### src/design/brt_pkg.sv
`timescale 1ns / 1ps
`default_nettype none
// ----------------------------------------------------------------------------
// brt_pkg
// Shared types, codes and helpers of the block request tracker.
// ----------------------------------------------------------------------------
package brt_pkg;

   localparam int MAX_PIECES = 64;
   localparam int MAX_BLOCKS = 16;
   localparam int NUM_PEERS  = 16;

   localparam int PW = $clog2(MAX_PIECES);
   localparam int BW = $clog2(MAX_BLOCKS);
   localparam int AW = PW + BW;
   localparam int OW = $clog2(NUM_PEERS);
   localparam int CW = 11;
   localparam logic [CW-1:0] CNT_MAX = '1;
   localparam logic [6:0] DONE_MAX = 7'd127;

   // function codes
   localparam logic [2:0] FN_REQUEST = 3'd0;
   localparam logic [2:0] FN_RECEIVE = 3'd1;
   localparam logic [2:0] FN_TICK    = 3'd2;
   localparam logic [2:0] FN_VERIFY  = 3'd3;
   localparam logic [2:0] FN_RESUME  = 3'd4;

   // register indexes
   localparam logic [1:0] CFG_NUM_PIECES = 2'd0;
   localparam logic [1:0] CFG_BLOCKS     = 2'd1;
   localparam logic [1:0] CFG_LAST       = 2'd2;
   localparam logic [1:0] CFG_TIMEOUT    = 2'd3;

   // block states
   localparam logic [1:0] BS_NOTREQ = 2'd0;
   localparam logic [1:0] BS_REQ    = 2'd1;
   localparam logic [1:0] BS_RECV   = 2'd2;

   typedef enum logic [2:0] {
      K_ACK       = 3'd0,
      K_GRANT     = 3'd1,
      K_NONE      = 3'd2,
      K_NEEDV     = 3'd3,
      K_COMPLETED = 3'd4,
      K_RESET     = 3'd5,
      K_RELEASE   = 3'd6,
      K_IGNORED   = 3'd7
   } brt_kind_type;

   typedef enum logic [2:0] {
      SW_INIT,
      SW_REQ,
      SW_CHECK,
      SW_TICK,
      SW_CLEAR
   } brt_sweep_type;

   typedef enum logic [3:0] {
      ST_INIT_GO,
      ST_INIT_WAIT,
      ST_IDLE,
      ST_DECODE,
      ST_SWEEP,
      ST_AFTER,
      ST_SWEEP2,
      ST_PEER,
      ST_EMIT
   } brt_state_type;

   typedef struct packed {
      logic          cap;
      logic          sw_start;
      brt_sweep_type sw_mode;
      logic          recv_wr;
      logic          set_done;
      logic          cnt_clr;
      logic          load;
      brt_kind_type  kind;
      logic          last;
      logic          ptr_next;
   } brt_cmd_type;

   typedef struct packed {
      logic [2:0] func;
      logic       ign;
      logic       done_p;
      logic       ok;
      logic       busy;
      logic       found;
      logic       all_recv;
      logic       out_free;
      logic       rel_any;
      logic       rel_cur;
      logic       rel_above;
   } brt_status_type;

   function automatic logic [6:0] eff_pieces(input logic [6:0] np);
      logic [6:0] n;
      n = np;
      if (n == 7'd0) n = 7'd1;
      if (n > 7'(MAX_PIECES)) n = 7'(MAX_PIECES);
      return n;
   endfunction

   function automatic logic [4:0] blocks_in(input logic [PW-1:0] q, input logic [6:0] eff,
                                            input logic [4:0] bpp, input logic [4:0] lpb);
      logic [4:0] n;
      n = ((7'(q) + 7'd1) < eff) ? bpp : lpb;
      if (n == 5'd0) n = 5'd1;
      if (n > 5'(MAX_BLOCKS)) n = 5'(MAX_BLOCKS);
      return n;
   endfunction

endpackage
`default_nettype wire

### src/design/brt_ctrl.sv
`timescale 1ns / 1ps
`default_nettype none
// ----------------------------------------------------------------------------
// brt_ctrl
// Sequencer: decodes an item, runs table sweeps and issues the result words.
// ----------------------------------------------------------------------------
module brt_ctrl
   import brt_pkg::*;
(
   input  wire logic           clock,
   input  wire logic           reset,
   input  wire logic           req_valid,
   output logic                req_ready,
   input  brt_status_type      status,
   output brt_cmd_type         cmd
);

   brt_state_type state_ff, state_in;
   brt_kind_type  kind_ff, kind_in;

   always_ff @(posedge clock) begin
      if (reset) begin
         state_ff <= ST_INIT_GO;
      end else begin
         state_ff <= state_in;
      end
      kind_ff <= kind_in;
   end

   always_comb begin
      state_in     = state_ff;
      kind_in      = kind_ff;
      cmd          = '0;
      cmd.sw_mode  = SW_INIT;
      cmd.kind     = kind_ff;
      req_ready    = 1'b0;
      unique case (state_ff)
         ST_INIT_GO: begin
            cmd.sw_start = 1'b1;
            cmd.sw_mode  = SW_INIT;
            state_in     = ST_INIT_WAIT;
         end
         ST_INIT_WAIT: begin
            if (!status.busy) state_in = ST_IDLE;
         end
         ST_IDLE: begin
            req_ready = 1'b1;
            if (req_valid) begin
               cmd.cap  = 1'b1;
               state_in = ST_DECODE;
            end
         end
         ST_DECODE: begin
            kind_in  = K_IGNORED;
            state_in = ST_EMIT;
            if (!status.ign) begin
               priority case (status.func)
                  FN_REQUEST: begin
                     cmd.sw_start = 1'b1;
                     cmd.sw_mode  = SW_REQ;
                     state_in     = ST_SWEEP;
                  end
                  FN_RECEIVE: begin
                     cmd.recv_wr  = 1'b1;
                     cmd.sw_start = 1'b1;
                     cmd.sw_mode  = SW_CHECK;
                     state_in     = ST_SWEEP;
                  end
                  FN_TICK: begin
                     cmd.cnt_clr  = 1'b1;
                     cmd.sw_start = 1'b1;
                     cmd.sw_mode  = SW_TICK;
                     state_in     = ST_SWEEP;
                  end
                  FN_VERIFY: begin
                     cmd.sw_start = 1'b1;
                     cmd.sw_mode  = SW_CHECK;
                     state_in     = ST_SWEEP;
                  end
                  FN_RESUME: begin
                     if (status.done_p) begin
                        kind_in = K_ACK;
                     end else begin
                        cmd.set_done = 1'b1;
                        cmd.sw_start = 1'b1;
                        cmd.sw_mode  = SW_CLEAR;
                        state_in     = ST_SWEEP;
                     end
                  end
                  default: state_in = ST_EMIT;
               endcase
            end
         end
         ST_SWEEP: begin
            if (!status.busy) state_in = ST_AFTER;
         end
         ST_AFTER: begin
            state_in = ST_EMIT;
            priority case (status.func)
               FN_REQUEST: kind_in = status.found ? K_GRANT : K_NONE;
               FN_RECEIVE: kind_in = status.all_recv ? K_NEEDV : K_ACK;
               FN_TICK:    state_in = ST_PEER;
               FN_VERIFY: begin
                  if (!status.all_recv) begin
                     kind_in = K_IGNORED;
                  end else begin
                     cmd.set_done = status.ok;
                     cmd.sw_start = 1'b1;
                     cmd.sw_mode  = SW_CLEAR;
                     kind_in      = status.ok ? K_COMPLETED : K_RESET;
                     state_in     = ST_SWEEP2;
                  end
               end
               default: kind_in = K_COMPLETED;
            endcase
         end
         ST_SWEEP2: begin
            if (!status.busy) state_in = ST_EMIT;
         end
         ST_PEER: begin
            if (!status.rel_any) begin
               kind_in  = K_ACK;
               state_in = ST_EMIT;
            end else if (!status.rel_cur) begin
               cmd.ptr_next = 1'b1;
            end else if (status.out_free) begin
               cmd.load     = 1'b1;
               cmd.kind     = K_RELEASE;
               cmd.last     = !status.rel_above;
               cmd.ptr_next = 1'b1;
               if (!status.rel_above) state_in = ST_IDLE;
            end
         end
         ST_EMIT: begin
            if (status.out_free) begin
               cmd.load = 1'b1;
               cmd.kind = kind_ff;
               cmd.last = 1'b1;
               state_in = ST_IDLE;
            end
         end
         default: state_in = ST_IDLE;
      endcase
   end

endmodule
`default_nettype wire

### config.mk
export PLATFORM = sky130hd
export DESIGN_NAME = brt_ctrl
export DESIGN_NICKNAME = d
export VERILOG_FILES = /design/src/design/brt_pkg.sv /design/src/design/brt_ctrl.sv
export SDC_FILE = /design/constraint.sdc
export NUM_CORES = 1
export LEC_CHECK = 0
export BUFFER_PORTS_ARGS = -buffer_cell sky130_fd_sc_hd__buf_2
export CAP_MARGIN = 30
export CORE_MARGIN = 2
export CORE_UTILIZATION = 40
export CTS_CLUSTER_DIAMETER = 150
export CTS_CLUSTER_SIZE = 16
export DETAILED_ROUTE_END_ITERATION = 8
export GPL_TIMING_DRIVEN = 0
export PLACE_DENSITY = 0.65
export SKIP_CTS_REPAIR_TIMING = 1
export SYNTH_ARGS = -nofsm -noshare
export SYNTH_HDL_FRONTEND = slang
export SYNTH_SLANG_ARGS = --single-unit
### constraint.sdc
create_clock -name clock -period 1.5 [get_ports clock]
set_input_delay 0.3 -clock clock [delete_from_list [all_inputs] [get_ports clock]]
set_output_delay 0.3 -clock clock [all_outputs]
set_load 0.005 [all_outputs]
==> reports/summary.json <==
{
  "status": {
    "status": "finished, violations left",
    "violated_checks": "negative setup slack"
  },
  "cts": {
    "numCtsBuffers": 3,
    "cts_tree": "yes",
    "cts.path.max_buffers": 2,
    "worst_setup_hold_path_clk_slew_ns": 0.05,
    "clock_latency_ns": 0.26,
    "clock-root-buffer": "clkbuf_4",
    "cts.sink_count": 7,
    "htree_levels": 1
  },
  "synthesis": {
    "seq_area_frac_synth_pct": 19.07,
    "postSynthRegisterBits": 7,
    "synthesis.instances": 106,
    "yosysWarnings": 0,
    "post_synth_edffs": 3,
    "synthesis.area_per_instance_um2": 8.416,
    "yosys_most_used_dff": "dfxtp_1",
    "fraction_of_registers_with_async_set_reset_pct": 0,
    "post_synth_num_cell_types": 48,
    "synth.cell_area_um2": 892.1,
    "post_synthesis_net_count": 122
  },
  "sta": {
    "worst_hold_slack_ns": 0.2618,
    "rsz_0062_raised_after_global_routing": "yes",
    "finalCriticalPeriod_ns": 1.843,
    "setup_violations": 20,
    "slew_headroom_pct": 73.77,
    "worst_slack_ns": -0.3426,
    "clock-skew-final_ns": 0.001532,
    "report.final.slew_viol_count": 0,
    "max_slew.worst_pin.slew_ns": 0.3882,
    "layout_worst_path_cycle_share_pct": 122.8,
    "setup-tns-final_ns": -3.947,
    "clock.fmax_mhz": 542.7,
    "hold_violation_count_in_the_final_report": 0
  },
  "routing": {
    "drcViolationCount": 0,
    "routed_wl_um": 3258,
    "wl_per_cell_um": 17.15,
    "first_iter_violations": 27,
    "drt_pass1_iterations": 4,
    "post_drt_via_cell_ratio": 5.968,
    "vias_after_detailed_routing": 1134,
    "detail-route-antenna-nets": 0
  },
  "floorplan": {
    "ioPinCount": 31,
    "fp.dieH_um": 51.23,
    "dieArea_mm2": 0.002624,
    "floorplan.initialDensity_pct": 41.12,
    "die_x_um": 51.23,
    "floorplan.rows": 17,
    "core-area_mm2": 0.002170
  },
  "cells_and_area": {
    "areaGrowthSynthToFinish_pct": 65.78,
    "final_nets": 179,
    "finished_core_util_pct": 68.17,
    "multi_input_area_um2": 797.0,
    "n_fill_cell": 168,
    "area.sequential_um2": 182.7,
    "drive_above_1_share_pct": 60.49,
    "post_layout_cell_count": 190,
    "num_antenna_cells": 0
  },
  "worst_setup_path": {
    "critPathMaxFanout": 5,
    "critical_path.endpoint_type": "output port",
    "timing_worst_setup_path_type": "register to output port",
    "worst-endpoint-arrival_ns": 1.54,
    "critPathRequiredTime_ns": 1.20,
    "critical_path_source_type": "register"
  },
  "grt": {
    "pin_count_of_the_biggest_net_entering_global_routing": 11,
    "gr-total-overflow": 0,
    "antenna_found_initial": 0,
    "grt_usage_pct": 17.76,
    "first_pass_grt_wire_length_um": 3615,
    "grt_pass1_vias": 839
  },
  "power": {
    "peakVddDrop_uv": 1005,
    "p_total_mw": 1.758,
    "p_per_area_mw_per_mm2": 1189,
    "static-leakage-power_nw": 0.6139
  },
  "placed_design": {
    "gpl.final_weighted_congestion": 0.8310,
    "detailedPlacementHpwl_um": 1723,
    "placed_cell_count": 162,
    "numPortBuffers": 28
  },
  "job": {
    "drv_cap": 0
  },
  "worst_hold_path": {
    "worstHoldPathType": "primary input to register"
  }
}
flip-flops by register name (all words and copies together), names as in the netlist:
name	count
kind_ff	3
state_ff	4
synthesized netlist by cell type (4+ instances only):
cell	instances	area, um2
a21oi_1	4	20.02
buf_2	4	20.02
dfxtp_1	4	80.08
inv_1	6	22.52
nand2_1	12	45.04
nand2b_1	6	37.54
nor2_1	4	15.01
nor3_1	4	20.02
cell families after synthesis:
group                  after synthesis  synth area share, %
AOI/OAI and AO/OA                   30                27.77
buffers and inverters               13                8.555
DFF                                  7                19.08
muxes                                1                1.122
and+or+nand+nor                     55                43.48
layer usage:
| metal | routed length [um] | GRT usage (%) | vias to the layer above | part of all wire, % |
|---|---|---|---|---|
| met5 | 0 | 0 | - | 0 |
| met4 | 110 | 1.316 | 0 | 3.4 |
| met3 | 166 | 5.263 | 14 | 5.1 |
| met2 | 1590 | 28.35 | 48 | 49 |
| met1 | 1391 | 24.69 | 551 | 43 |
| li1 | - | - | 521 | - |
final timing paths:
check        slack, ns                     start  depth (start not counted)                       end
min reg2reg       0.66  state_ff[0]$_SDFFE_PP0P_                          3  state_ff[0]$_SDFFE_PP0P_
max              -0.34  state_ff[2]$_SDFFE_PP0P_                          6                   cmd[11]
max reg2reg      -0.15  state_ff[1]$_SDFFE_PP0P_                          6  state_ff[3]$_SDFFE_PP0P_
min               0.26                     reset                          2  state_ff[3]$_SDFFE_PP0P_
through the flow:
stage,setup WS (ns),area [um2]
after floorplan,0.04978,892.1
after global placement,-0.1723,1067
after detailed placement,-0.2069,1067
after CTS,-0.5023,1094
after global routing,-0.3996,1479
final,-0.3426,1479
final cells by class:
class,instances,area share (%)
clock buffer,4,1.777
timing repair buffer,52,23.43
buffer,7,4.484
inverter,6,1.692
sequential,7,12.35
tap,28,2.369
multi-input combinational,86,53.89
critical path, cell delays in order, from the launching register on:
cell	delay (ns)
dfxtp_2	0.35
buf_6	0.13
and4bb_2	0.27
and4_4	0.26
inv_1	0.06
o31ai_1	0.06
buf_2	0.15
layout by cell type, fill, tap and decap left out, drive strengths merged:
master / n
a22oi: 1
o41ai: 1
a21boi: 2
and4bb: 1
edfxtp: 3
and4: 1
o32ai: 3
a21oi: 5
and2: 3
buf: 59
o21bai: 1
mux2i: 1
a211oi: 2
clkbuf: 4
dfxtp: 4
nor3b: 1
nand4: 1
nor2b: 4
nor2: 4
o31ai: 3
nand4bb: 1
nor3: 5
and3: 4
a211o: 2
o221ai: 1
or3b: 1
and3b: 1
o211ai: 1
o31a: 1
nor4bb: 1
inv: 6
nand2: 12
nor4b: 3
nand2b: 6
or2: 1
o311a: 1
nor4: 2
o21ai: 4
nand3: 3
a221oi: 2
where the power goes:
group / leakage (nW) / total (mW) / switching (mW) / internal, mW
clock: 0.0150 / 0.174 / 0.0728 / 0.102
combinational: 0.542 / 1.26 / 0.586 / 0.671
sequential: 0.0570 / 0.327 / 0.0725 / 0.254
total: 0.614 / 1.76 / 0.731 / 1.03
No activity file was read; power rests on OpenSTA's default activity.
